==> src/rtl/core/smsa_pkg.sv <==
package smsa_pkg;

  // Histogram geometry: one bin per sample value.
  localparam int unsigned VALUE_BINS = 256;
  localparam int unsigned BIN_W      = $clog2(VALUE_BINS);
  localparam int unsigned CNT_W      = 11;

  // Window geometry.
  localparam int unsigned MAX_WINDOW = 1024;
  localparam int unsigned POS_W      = $clog2(MAX_WINDOW);
  localparam int unsigned LEN_W      = 11;

  // Result fields.
  localparam int unsigned TM_W        = BIN_W + 1;
  localparam int unsigned TOTAL_W     = 32;
  localparam int unsigned IN_TDATA_W  = 8;
  localparam int unsigned OUT_TDATA_W = 48;

  // Access to the histogram memory.
  typedef struct packed {
    logic             clr;
    logic             re;
    logic [BIN_W-1:0] raddr;
    logic             we;
    logic [BIN_W-1:0] waddr;
    logic [CNT_W-1:0] wdata;
  } hist_req_t;

  // Access to the sample ring memory.
  typedef struct packed {
    logic             re;
    logic [POS_W-1:0] raddr;
    logic             we;
    logic [POS_W-1:0] waddr;
    logic [BIN_W-1:0] wdata;
  } ring_req_t;

endpackage

==> src/rtl/core/smsa_hist_store.sv <==
module smsa_hist_store (
  input  logic                        clk,
  input  logic                        rst_n,
  input  smsa_pkg::hist_req_t         req,
  output logic [smsa_pkg::CNT_W-1:0]  rdata
);

  logic [smsa_pkg::CNT_W-1:0]      mem_r [smsa_pkg::VALUE_BINS];
  logic [smsa_pkg::VALUE_BINS-1:0] vld_r;
  logic [smsa_pkg::CNT_W-1:0]      rd_r;
  logic                            rd_vld_r;

  // Count storage with a registered read port.
  always_ff @(posedge clk) begin
    if (req.we) begin
      mem_r[req.waddr] <= req.wdata;
    end
    if (req.re) begin
      rd_r     <= mem_r[req.raddr];
      rd_vld_r <= vld_r[req.raddr];
    end
  end

  // One valid bit per bin; a bin never written since the last clear reads as zero.
  always_ff @(posedge clk) begin
    if (!rst_n || req.clr) begin
      vld_r <= '0;
    end else if (req.we) begin
      vld_r[req.waddr] <= 1'b1;
    end
  end

  assign rdata = rd_vld_r ? rd_r : '0;

endmodule

==> config.mk <==
export PLATFORM = sky130hd
export DESIGN_NAME = smsa_hist_store
export DESIGN_NICKNAME = d
export VERILOG_FILES = /design/src/rtl/core/smsa_pkg.sv /design/src/rtl/core/smsa_hist_store.sv
export SDC_FILE = /design/constraint.sdc
export NUM_CORES = 2
export LEC_CHECK = 0
export BUFFER_PORTS_ARGS = -buffer_cell sky130_fd_sc_hd__buf_2
export CAP_MARGIN = 5
export CORE_MARGIN = 5
export CORE_UTILIZATION = 40
export DETAILED_ROUTE_END_ITERATION = 8
export PLACE_DENSITY_LB_ADDON = 0.3
export SYNTH_ARGS = -nofsm -noshare
export SYNTH_HDL_FRONTEND = slang
export SYNTH_SLANG_ARGS = --single-unit
==> constraint.sdc <==
create_clock -name clk -period 3.3 [get_ports clk]
set_clock_uncertainty 0.05 [all_clocks]
set_input_delay 0.165 -clock clk [delete_from_list [all_inputs] [get_ports clk]]
set_output_delay 0.165 -clock clk [all_outputs]
set_load 0.005 [all_outputs]
==> summary.txt <==
Clock tree
  • CTS root buffer: clkbuf_16
  • CTS tree: yes
  • Worst skew pair latency: 0.90 ns
  • CTS Buf Count: 323
  • CTS max path bufs: 4
  • # clock sinks: 3084
  • Resized Gates After CTS: 0
  • H-tree depth: 5
  • Clk slew on worst S/H paths: 0.06 ns

Synth
  • Number of synthesized register bits: 3084
  • Synth cell types: 50
  • Synth top area cells: edfxtp_1 (72%), mux4_2 (12%), dfxtp_1 (4.3%), nor2_1 (2.4%), mux2i_1 (2.2%)
  • Async set-reset flop share out of synthesis: 0
  • Syn_nets: 6022
  • Seq/Total Area, Yosys: 0.7631
  • Largest area contributor in the netlist: edfxtp_1
  • Synth top area share: 0.7197
  • Syn avg cell area: 19.70 um2
  • Primary FF master, synth: edfxtp_1
  • Mapped Area: 0.1180 mm2
  • Ys Warns: 0
  • Post-synth EDFFs: 2828
  • Synthesized instance count: 5990

Routing
  • DR WL/cell: 29.60 um
  • First DRT Iteration DRCs: 7560
  • Via count: 62450
  • Via-to-Cell Ratio: 5.765
  • Drc violations: 0
  • Drt first pass iters: 8
  • Antenna viol nets, final: 0
  • Post-Route WL: 320.6 mm

Setup path
  • WP data required: 3.86 ns
  • Crit path max fanout: 1
  • Arr. time, crit path: 3.67 ns
  • CP startpoint kind: flop
  • CP endpoint kind: flop
  • Worst setup path class: flop to flop

Place
  • Number of buffers added on ports: 42
  • GPL Wtd Cong: 0.8411
  • Dpl ws: -0.4179 ns
  • Post-DP Area: 0.1268 mm2
  • Placed cell count: 10220
  • Post-DP HPWL: 201.7 mm

STA
  • Setup WS post-layout: 0.1927 ns
  • Final hold violation count: 0
  • Worst Tran Pin Value: 1.247 ns
  • Tmin final: 3.107 ns
  • Count of pins over their slew limit: 0
  • Slew Limit Headroom: 0.1688
  • Part of the cycle the worst path needs: 0.9416
  • Unrepaired setup endpoints after global routing: no
  • Final setup violation count: 0
  • F_max: 321.8 MHz

Global routing
  • Largest net degree at the start of global routing: 133
  • Vias in the first global route: 61370
  • Global-route wire length before repair: 457.5 mm
  • Initial antenna violation count: 33
  • GR Overflow Total: 0
  • Total track usage: 0.2051

Hold path
  • Worst min path class: primary input to flop

Finish
  • Register Area: 0.09005 mm2
  • Final Cell Area: 0.1376 mm2
  • Area of the multi-input gates: 0.02594 mm2
  • Layout Cells excl Fill: 10830
  • Fillers: 24420
  • Nets: 6676
  • Share of layout cells above drive strength 1: 0.2648
  • Area growth syn-to-layout: 16.64%

Floorplanning
  • DIE WIDTH: 553.1 um
  • Die Span Y: 553.1 um
  • Initial core utilization: 0.4016
  • CORE AREA: 0.2938 mm2
  • Io pins: 43
  • # rows: 199
  • DIE AREA: 0.3059 mm2

Run status
  • Status: finished, final reports clean

Run
  • Maxcap violations: 0

Power and ir drop
  • Peak VDD IR: 0.3779 mV
  • Tot Pwr: 83.10 mW
  • Pwr/cell area: 603.8 mW/mm2
  • Leakage power: 44.24 nW
cell type report:
cell class / count / area share
diodes: 11 / 0.0002000
well taps: 3919 / 0.03563
multi-input cells: 2541 / 0.1885
flip-flops and latches: 3084 / 0.6543
repair buffers: 691 / 0.04458
clock buffers: 446 / 0.06614
clock inverters: 138 / 0.01064
inverters: 3 / 0.00008182
path summary, 6_finish.rpt:
kind | startpoint | endpoint | slack [ns] | cells past startpoint
worst min-delay path | req[17] | mem_r[241][8] | 0.08 | 4
worst max register to register | mem_r[83][9] | rd_r[9] | 0.19 | 7
worst max-delay path | mem_r[83][9] | rd_r[9] | 0.19 | 7
worst min register to register | vld_r[180] | vld_r[180] | 0.41 | 2
synth_stat cells (14+ instances only):
master,number
nor4_1,37
nand2_1,42
nand3_1,39
buf_6,18
buf_8,16
a22oi_1,237
buf_4,51
o21ai_0,18
buf_2,47
edfxtp_1,2828
nor2b_1,20
o22ai_1,78
a21oi_1,141
and2_1,16
mux4_1,14
clkbuf_1,203
nor2_1,740
o221ai_1,49
o21ba_2,29
mux2i_1,262
nor3_1,59
a221oi_1,24
buf_1,18
mux4_2,630
dfxtp_1,256
worst max-delay path, cell delays in order, from the launching register on:
cell and delay (ns):
edfxtp_1 0.38, mux4_2 0.51, mux4_2 0.47, nand2_1 0.24, o21ai_0 0.19, nor3_1 0.74
buf_4 0.23, nor4_1 0.05
per-layer routing:
metal | global-route usage | vias up | share of wire
met5 | 0 | - | 0.000034
met4 | 0.06696 | 2 | 0.036
met3 | 0.03475 | 515 | 0.080
li1 | - | 25850 | -
met1 | 0.2907 | 33310 | 0.41
met2 | 0.3252 | 2775 | 0.48
layout by cell type, fill, tap and decap left out, types with 8 or more instances in the layout:
cell / instances
a21oi_1: 141
a221oi_1: 24
a22o_1: 13
a22oi_1: 237
a311oi_1: 8
and2_1: 14
buf_12: 70
buf_2: 29
buf_4: 558
buf_8: 12
bufinv_16: 25
clkbuf_1: 74
clkbuf_16: 329
clkbuf_8: 43
clkinv_1: 33
clkinv_2: 56
dfxtp_1: 256
diode_2: 11
dlygate4sd3_1: 22
edfxtp_1: 2828
mux2i_1: 262
mux4_1: 14
mux4_2: 630
nand2_1: 42
nand2b_1: 8
nand3_1: 36
nand4_1: 11
nor2_1: 737
nor2b_1: 17
nor3_1: 59
nor4_1: 37
o21ai_0: 18
o21ba_2: 29
o221ai_1: 49
o22ai_1: 78
power by group:
part	leakage, nW	internal (mW)	switching, mW
clock	5.20	21.3	14.8
sequential	27.5	42.7	0.0375
combinational	11.6	1.48	2.74
total	44.2	65.5	17.6
registers in the layout, summed over array words and instances, names as in the netlist:
name and cells:
mem_r 2816, vld_r 256, rd_r 11, rd_vld_r 1
cell families after synthesis:
logic type,share of synthesized area
and+or+nand+nor,0.03527
muxes,0.1457
buffers and inverters,0.01765
DFF,0.7631
AOI/OAI and AO/OA,0.03825
per-stage QoR:
| step | utilization | TNS, ns | hold slack (ns) |
|---|---|---|---|
| 5_1_grt | 0.4683 | 0 | 0.04843 |
| 2_1_floorplan | - | 0 | 0.2139 |
| 6_report | 0.4684 | 0 | 0.07595 |
| 3_3_place_gp | 0.4316 | -1.815 | 0.3918 |
| 4_1_cts | 0.4683 | 0 | 0.002878 |
| 3_5_place_dp | 0.4316 | -1.408 | 0.4053 |
repair_timing:
item | in CTS | in global routing
hold endpoints to repair | 1302 | 0
setup buffers | 0 | 0
hold buffers | 22 | 0
Note: power is estimated with default switching activity, not from simulation.
