[config.mk]
export PLATFORM = sky130hd
export DESIGN_NAME = smsa_ctrl
export DESIGN_NICKNAME = d
export VERILOG_FILES = /design/src/rtl/core/smsa_pkg.sv /design/src/rtl/core/smsa_ctrl.sv
export SDC_FILE = /design/constraint.sdc
export NUM_CORES = 1
export LEC_CHECK = 0
export ABC_CLOCK_PERIOD_IN_PS = 7000
export BUFFER_PORTS_ARGS = -buffer_cell sky130_fd_sc_hd__buf_2
export CORE_AREA = 2 2 142 144
export CTS_BUF_LIST = sky130_fd_sc_hd__clkbuf_4 sky130_fd_sc_hd__clkbuf_8
export DETAILED_ROUTE_END_ITERATION = 10
export DIE_AREA = 0 0 144 146
export PLACE_DENSITY = 0.74
export SYNTH_ARGS = -nofsm -noshare
export SYNTH_HDL_FRONTEND = slang
export SYNTH_SLANG_ARGS = --single-unit
[constraint.sdc]
create_clock -name clk -period 7 [get_ports clk]
set_clock_uncertainty 0.15 [all_clocks]
set_input_delay 1.4 -clock clk [delete_from_list [all_inputs] [get_ports clk]]
set_output_delay 1.4 -clock clk [all_outputs]
set_load 0.03 [all_outputs]
[src/rtl/core/smsa_pkg.sv]
package smsa_pkg;

  // Histogram geometry: one bin per sample value.
  localparam int unsigned VALUE_BINS = 256;
  localparam int unsigned BIN_W      = $clog2(VALUE_BINS);
  localparam int unsigned CNT_W      = 11;

  // Window geometry.
  localparam int unsigned MAX_WINDOW = 1024;
  localparam int unsigned POS_W      = $clog2(MAX_WINDOW);
  localparam int unsigned LEN_W      = 11;

  // Result fields.
  localparam int unsigned TM_W        = BIN_W + 1;
  localparam int unsigned TOTAL_W     = 32;
  localparam int unsigned IN_TDATA_W  = 8;
  localparam int unsigned OUT_TDATA_W = 48;

  // Access to the histogram memory.
  typedef struct packed {
    logic             clr;
    logic             re;
    logic [BIN_W-1:0] raddr;
    logic             we;
    logic [BIN_W-1:0] waddr;
    logic [CNT_W-1:0] wdata;
  } hist_req_t;

  // Access to the sample ring memory.
  typedef struct packed {
    logic             re;
    logic [POS_W-1:0] raddr;
    logic             we;
    logic [POS_W-1:0] waddr;
    logic [BIN_W-1:0] wdata;
  } ring_req_t;

endpackage

[src/rtl/core/smsa_ctrl.sv]
module smsa_ctrl (
  input  logic                              clk,
  input  logic                              rst_n,
  input  logic [smsa_pkg::LEN_W-1:0]        win_len,
  input  logic                              cfg_clr,
  input  logic                              in_tvalid,
  output logic                              in_tready,
  input  logic [smsa_pkg::BIN_W-1:0]        in_sample,
  output logic                              out_tvalid,
  input  logic                              out_tready,
  output logic [smsa_pkg::OUT_TDATA_W-1:0]  out_tdata,
  output smsa_pkg::hist_req_t               hist_req,
  input  logic [smsa_pkg::CNT_W-1:0]        hist_rdata,
  output smsa_pkg::ring_req_t               ring_req,
  input  logic [smsa_pkg::BIN_W-1:0]        ring_rdata
);

  typedef enum logic [6:0] {
    ST_IDLE   = 7'b0000001,
    ST_SCAN   = 7'b0000010,
    ST_DEC_RD = 7'b0000100,
    ST_DEC_WR = 7'b0001000,
    ST_INC_RD = 7'b0010000,
    ST_INC_WR = 7'b0100000,
    ST_OUT    = 7'b1000000
  } state_t;

  localparam logic [smsa_pkg::BIN_W-1:0] LAST_BIN = smsa_pkg::BIN_W'(smsa_pkg::VALUE_BINS - 1);

  state_t                           state_r, state_nxt;
  logic [smsa_pkg::BIN_W-1:0]       sample_r, sample_nxt;
  logic                             fill_mode_r, fill_mode_nxt;
  logic [smsa_pkg::POS_W-1:0]       pos_r, pos_nxt;
  logic [smsa_pkg::LEN_W-1:0]       fill_r, fill_nxt;
  logic [smsa_pkg::TOTAL_W-1:0]     cnt_r, cnt_nxt;
  logic [smsa_pkg::LEN_W:0]         cum_r, cum_nxt;
  logic [smsa_pkg::BIN_W-1:0]       iss_bin_r, iss_bin_nxt;
  logic                             iss_more_r, iss_more_nxt;
  logic                             prc_vld_r, prc_vld_nxt;
  logic [smsa_pkg::BIN_W-1:0]       prc_bin_r, prc_bin_nxt;
  logic                             phase_b_r, phase_b_nxt;
  logic [smsa_pkg::BIN_W-1:0]       lo_r, lo_nxt;
  logic [smsa_pkg::TM_W-1:0]        tm_r, tm_nxt;
  logic                             alert_r, alert_nxt;
  logic                             out_vld_r, out_vld_nxt;
  logic [smsa_pkg::OUT_TDATA_W-1:0] out_data_r, out_data_nxt;

  logic [smsa_pkg::LEN_W:0]         cum_sum;
  logic [smsa_pkg::LEN_W:0]         half;
  logic                             even_len;
  logic [smsa_pkg::LEN_W:0]         pos_inc;
  logic                             scan_done;
  logic [smsa_pkg::TM_W-1:0]        scan_tm;
  logic                             scan_alert;

  assign half     = {2'b00, win_len[smsa_pkg::LEN_W-1:1]};
  assign even_len = ~win_len[0];
  assign cum_sum  = cum_r + {1'b0, hist_rdata};
  assign pos_inc  = {2'b00, pos_r} + 12'd1;

  // Scan step: consumes the count of the bin read in the previous cycle.
  always_comb begin
    scan_done   = 1'b0;
    scan_tm     = '0;
    phase_b_nxt = phase_b_r;
    lo_nxt      = lo_r;
    cum_nxt     = cum_r;
    if (state_r == ST_SCAN && prc_vld_r) begin
      if (!phase_b_r) begin
        cum_nxt = cum_sum;
        if (cum_sum > half) begin
          scan_done = 1'b1;
          scan_tm   = {prc_bin_r, 1'b0};
        end else if (even_len && cum_sum == half && cum_sum != '0) begin
          phase_b_nxt = 1'b1;
          lo_nxt      = prc_bin_r;
          if (prc_bin_r == LAST_BIN) begin
            scan_done = 1'b1;
            scan_tm   = {prc_bin_r, 1'b0};
          end
        end else if (prc_bin_r == LAST_BIN) begin
          scan_done = 1'b1;
          scan_tm   = '0;
        end
      end else begin
        // Looking for the next occupied bin above the lower middle value.
        if (hist_rdata != '0) begin
          scan_done = 1'b1;
          scan_tm   = {1'b0, lo_r} + {1'b0, prc_bin_r};
        end else if (prc_bin_r == LAST_BIN) begin
          scan_done = 1'b1;
          scan_tm   = {lo_r, 1'b0};
        end
      end
    end
    scan_alert = ({1'b0, sample_r} >= scan_tm);
  end

  // Sequencer and memory accesses.
  always_comb begin
    state_nxt     = state_r;
    sample_nxt    = sample_r;
    fill_mode_nxt = fill_mode_r;
    pos_nxt       = pos_r;
    fill_nxt      = fill_r;
    cnt_nxt       = cnt_r;
    iss_bin_nxt   = iss_bin_r;
    iss_more_nxt  = iss_more_r;
    prc_vld_nxt   = 1'b0;
    prc_bin_nxt   = prc_bin_r;
    tm_nxt        = tm_r;
    alert_nxt     = alert_r;
    out_vld_nxt   = out_vld_r;
    out_data_nxt  = out_data_r;
    hist_req      = '0;
    ring_req      = '0;
    hist_req.clr  = cfg_clr;

    if (out_vld_r && out_tready) begin
      out_vld_nxt = 1'b0;
    end

    case (state_r)
      ST_IDLE: begin
        if (in_tvalid) begin
          sample_nxt = in_sample;
          if (fill_r < win_len) begin
            fill_mode_nxt = 1'b1;
            state_nxt     = ST_INC_RD;
          end else begin
            fill_mode_nxt = 1'b0;
            ring_req.re   = 1'b1;
            ring_req.raddr = pos_r;
            iss_bin_nxt   = '0;
            iss_more_nxt  = 1'b1;
            state_nxt     = ST_SCAN;
          end
        end
      end
      ST_SCAN: begin
        if (iss_more_r) begin
          hist_req.re    = 1'b1;
          hist_req.raddr = iss_bin_r;
          prc_vld_nxt    = 1'b1;
          prc_bin_nxt    = iss_bin_r;
          iss_bin_nxt    = iss_bin_r + 1'b1;
          iss_more_nxt   = (iss_bin_r != LAST_BIN);
        end
        if (scan_done) begin
          prc_vld_nxt = 1'b0;
          tm_nxt      = scan_tm;
          alert_nxt   = scan_alert;
          if (scan_alert && cnt_r != '1) begin
            cnt_nxt = cnt_r + 1'b1;
          end
          state_nxt = ST_DEC_RD;
        end
      end
      ST_DEC_RD: begin
        hist_req.re    = 1'b1;
        hist_req.raddr = ring_rdata;
        state_nxt      = ST_DEC_WR;
      end
      ST_DEC_WR: begin
        // Remove the oldest sample from its bin.
        hist_req.we    = (hist_rdata != '0);
        hist_req.waddr = ring_rdata;
        hist_req.wdata = hist_rdata - 1'b1;
        state_nxt      = ST_INC_RD;
      end
      ST_INC_RD: begin
        hist_req.re    = 1'b1;
        hist_req.raddr = sample_r;
        state_nxt      = ST_INC_WR;
      end
      ST_INC_WR: begin
        // Add the new sample to its bin and to the ring.
        hist_req.we    = 1'b1;
        hist_req.waddr = sample_r;
        hist_req.wdata = hist_rdata + 1'b1;
        ring_req.we    = 1'b1;
        ring_req.waddr = pos_r;
        ring_req.wdata = sample_r;
        pos_nxt = (pos_inc >= {1'b0, win_len}) ? '0 : pos_inc[smsa_pkg::POS_W-1:0];
        if (fill_mode_r) begin
          fill_nxt  = fill_r + 1'b1;
          state_nxt = ST_IDLE;
        end else begin
          state_nxt = ST_OUT;
        end
      end
      ST_OUT: begin
        if (!out_vld_r || out_tready) begin
          out_vld_nxt  = 1'b1;
          out_data_nxt = {6'b0, cnt_r, tm_r, alert_r};
          state_nxt    = ST_IDLE;
        end
      end
      default: begin
        state_nxt = ST_IDLE;
      end
    endcase

    // A new window length restarts the fill.
    if (cfg_clr) begin
      pos_nxt  = '0;
      fill_nxt = '0;
    end
  end

  // Control state.
  always_ff @(posedge clk) begin
    if (!rst_n) begin
      state_r   <= ST_IDLE;
      pos_r     <= '0;
      fill_r    <= '0;
      cnt_r     <= '0;
      out_vld_r <= 1'b0;
      prc_vld_r <= 1'b0;
    end else begin
      state_r   <= state_nxt;
      pos_r     <= pos_nxt;
      fill_r    <= fill_nxt;
      cnt_r     <= cnt_nxt;
      out_vld_r <= out_vld_nxt;
      prc_vld_r <= prc_vld_nxt;
    end
  end

  // Payload and scan working registers.
  always_ff @(posedge clk) begin
    sample_r    <= sample_nxt;
    fill_mode_r <= fill_mode_nxt;
    iss_bin_r   <= iss_bin_nxt;
    iss_more_r  <= iss_more_nxt;
    prc_bin_r   <= prc_bin_nxt;
    tm_r        <= tm_nxt;
    alert_r     <= alert_nxt;
    out_data_r  <= out_data_nxt;
    if (state_r == ST_IDLE) begin
      cum_r     <= '0;
      phase_b_r <= 1'b0;
      lo_r      <= '0;
    end else begin
      cum_r     <= cum_nxt;
      phase_b_r <= phase_b_nxt;
      lo_r      <= lo_nxt;
    end
  end

  assign in_tready  = (state_r == ST_IDLE);
  assign out_tvalid = out_vld_r;
  assign out_tdata  = out_data_r;

endmodule

==> results.cfg <==
[power]
intPower_uw = 1390
swShare_pct = 27.2
irDropWorstVdd_v = 0.000114
power_frac_seq_pct = 52.5
leakage_uw = 0.00484
combPwrFrac_pct = 11.4
powerDensity_nw_per_um2 = 174
p_sw_uw = 518
p_clk_share_pct = 36.2

[floorplan]
fp.dieH_um = 146
pin_count = 153
die_width_um = 144
rows = 51
die_area_um2 = 21000
initial_core_util_pct = 49.5
core_area_um2 = 19300

[clocking]
post_cts_buffers = 0
htree_levels = 4
clk_latency_ps = 470
cts.clk_slew.worst_paths_ps = 90
ctsHoldBuffers = 0
cts-root-buf = clkbuf_8
clock_path_buffers = 2
cts_tree = done
clock_sinks = 161
numCtsBuffers = 17
post_cts_resized = 0

[critical_path]
cp_cell_sequence = buf_2 > ha_1 > fa_1 > a21o_1 > a22o_1 > o41a_1 > xor2_1 > ha_1 > nand4_1 > or3_1 > nor2_1 > and4_1 > o311ai_1 > ha_1 > a21o_1 > a21oi_1 > o211a_1 > a2111oi_0 > buf_4 > nand3_1 > or4_1 > a21oi_1
path_max_fanout = 8
critPathCaptureType = flip-flop
critical-path-slowest-cell = a2111oi_0
critPathMaxStageDelay_ps = 450
cp_data_required_time_ps = 7240
crit_buf_inv = 2
ff2ff_setup_slack_ps = 1120
startpoint = hist_rdata[0]
ff2ff_path_depth = 21
r2r_start = cum_r[0]
crit_arrival_ps = 6880
crit_family = compound AO/OA/AOI/OAI gates
crit_path_frequent_cell = ha_1
start_kind = input pin
path_depth = 22
path_class = in -> reg
r2r_end = cnt_r[28]
endpoint = cnt_r[28]

[cells_and_area]
area_growth_pct = 14.2
final_cell_mix = 146 x buf_2, 99 x nand2_1, 83 x dfxtp_1
fin_util_pct = 56.6
stdcell_count = 1444
layout_commonest_cell = buf_2
antennaDiodeCount = 0
layout-drive-gt1-share_pct = 17.0
nets = 1283

[timing]
drv_slew = 0
fmax_mhz = 150
rsz0062_at_grt = no
period_minus_slack_ps = 6650
finalCritPeriodShare_pct = 95.0
hold_viol_final = 0
max_slew_margin_pct = 21.9
tightest_slew_ps = 1170
finalSetupViolCount = 0
hold_slack_ps = 273

[global_routing]
antenna_found_initial = 1
grt_use_total_pct = 22.9
grt_overflow = 0
grt_max_degree = 51
first_global_vias = 7511
grt_pass1_wl_um = 38200

[worst_hold_path]
whs_path_depth = 0
hold_path.class = reg -> reg

[status]
status = completed

[yosys]
ys_top_cells_by_area = edfxtp_1 24%, dfxtp_1 17%, ha_1 9.3%
ys_seq_elements = 161
ys_types = 67
synthCells = 1035
synth_top_area_share_pct = 24.5
ys.flop_type = dfxtp_1
synth_area_um2 = 9580
synth-seq-area-share_pct = 41.8
synthArstFlopShare_pct = 0
yosysWarnings = 0
synth_top_cell_by_area = edfxtp_1
avgSynthCellArea_um2 = 9.25
synth_edf_count = 78

[routing]
drt_iter0_drc = 714
drc = 0
vias = 8239
routed_wl_um = 24100
first_pass_iters = 5
wl_per_cell_um = 16.7
ant_nets = 0
vias_per_cell = 5.71

[place]
io_buffer_count = 146
hpwl_um = 17700
dp_cells = 1412
globalplace.congestion = 0.901

[run]
maxCapViolCount = 0
-- cells in the mapped netlist, types with 6 or more instances --
master     n
o21ai_0   35
a21oi_1   55
nor2_1    81
clkbuf_1  41
and3_1    22
o31ai_1   10
nor2b_1   16
or3_1     11
inv_1     51
o311ai_1   6
mux2i_1   31
nand4_1   22
or4_1     10
and2_1    33
a222oi_1   8
nand3_1   37
xnor2_1   18
nor3_1    26
xor2_1    21
buf_4      7
a21o_1    22
nand2b_1  28
nor4_1    19
edfxtp_1  78
o21a_1     9
nand2_1   99
ha_1      71
o211ai_1  12
dfxtp_1   83
-- final cells by class --
type | instances | area, um2
fillers | 1706 | 8390
clock inverters | 14 | 150
repair buffers | 157 | 813
inverters | 51 | 191
flip-flops and latches | 161 | 4000
well taps | 265 | 332
multi-input cells | 778 | 5210
clock buffers | 18 | 241
-- worst reg2reg max path: cells and delay by family, from the launching register on --
family,cells,cell delay (ps)
AO/OA/AOI/OAI,9,1990
AND/OR/NAND/NOR,6,1680
adder cells (fa/ha/maj),4,1270
flip-flops,1,320
buffers and inverters,1,200
XOR/XNOR,1,170
-- how the worst min path moves through the flow --
stage / startpoint / endpoint / slack (ps)
2_1_floorplan: alert_r / out_tdata[0] / 250
6_report: tm_r[3] / out_tdata[4] / 270
3_5_place_dp: tm_r[3] / out_tdata[4] / 250
4_1_cts: tm_r[3] / out_tdata[4] / 280
5_1_grt: tm_r[1] / out_tdata[2] / 280
3_3_place_gp: tm_r[0] / out_tdata[1] / 250
-- cells by family (layout without fill, tap and decap cells) --
| logic type | after synthesis | after routing | synth area share [%] |
|---|---|---|---|
| AO/OA/AOI/OAI | 199 | 199 | 14.0 |
| XOR/XNOR | 39 | 39 | 3.57 |
| adder cells (fa/ha/maj) | 74 | 74 | 9.90 |
| buffers and inverters | 101 | 240 | 4.32 |
| flip-flops | 161 | 161 | 41.8 |
| multiplexers | 31 | 31 | 3.24 |
| other | 1 | 6 | 0.0392 |
| AND/OR/NAND/NOR | 429 | 429 | 23.1 |
-- per-stage QoR --
step | worst slack, ps | cell area, um2 | total power, uW | TNS [ps]
2_1_floorplan | 211 | 9600 | 1160 | 0
3_3_place_gp | 115 | 10600 | 1230 | 0
3_5_place_dp | -61.8 | 10600 | 1240 | -97.3
4_1_cts | 428 | 10900 | 1920 | 0
5_1_grt | 73.7 | 10900 | 1980 | 0
6_report | 353 | 10900 | 1910 | 0
-- state kept, by name (all words and copies together) (netlist names), 9 cells and up --
name / cells
cum_r: 12
pos_r: 10
cnt_r: 32
tm_r: 9
out_tdata: 42
fill_r: 11
-- metal layers --
metal,global-route usage (%),up-vias,wire [um],share of wire (%)
li1,-,4047,-,-
met1,30.3,3858,10600,44
met2,37.2,292,11500,48
met3,4.51,40,1530,6.3
met4,8.19,2,496,2.1
met5,0,-,13,0.054
-- power by group through the flow --
stage | clock, uW | combinational (uW) | sequential (uW)
4_1_cts | 701 | 215 | 1000
3_5_place_dp | 0 | 214 | 1020
3_3_place_gp | 0 | 209 | 1020
2_1_floorplan | 0 | 144 | 1020
6_report | 690 | 217 | 1000
5_1_grt | 736 | 240 | 1000
No activity file was read; power rests on OpenSTA's default activity.
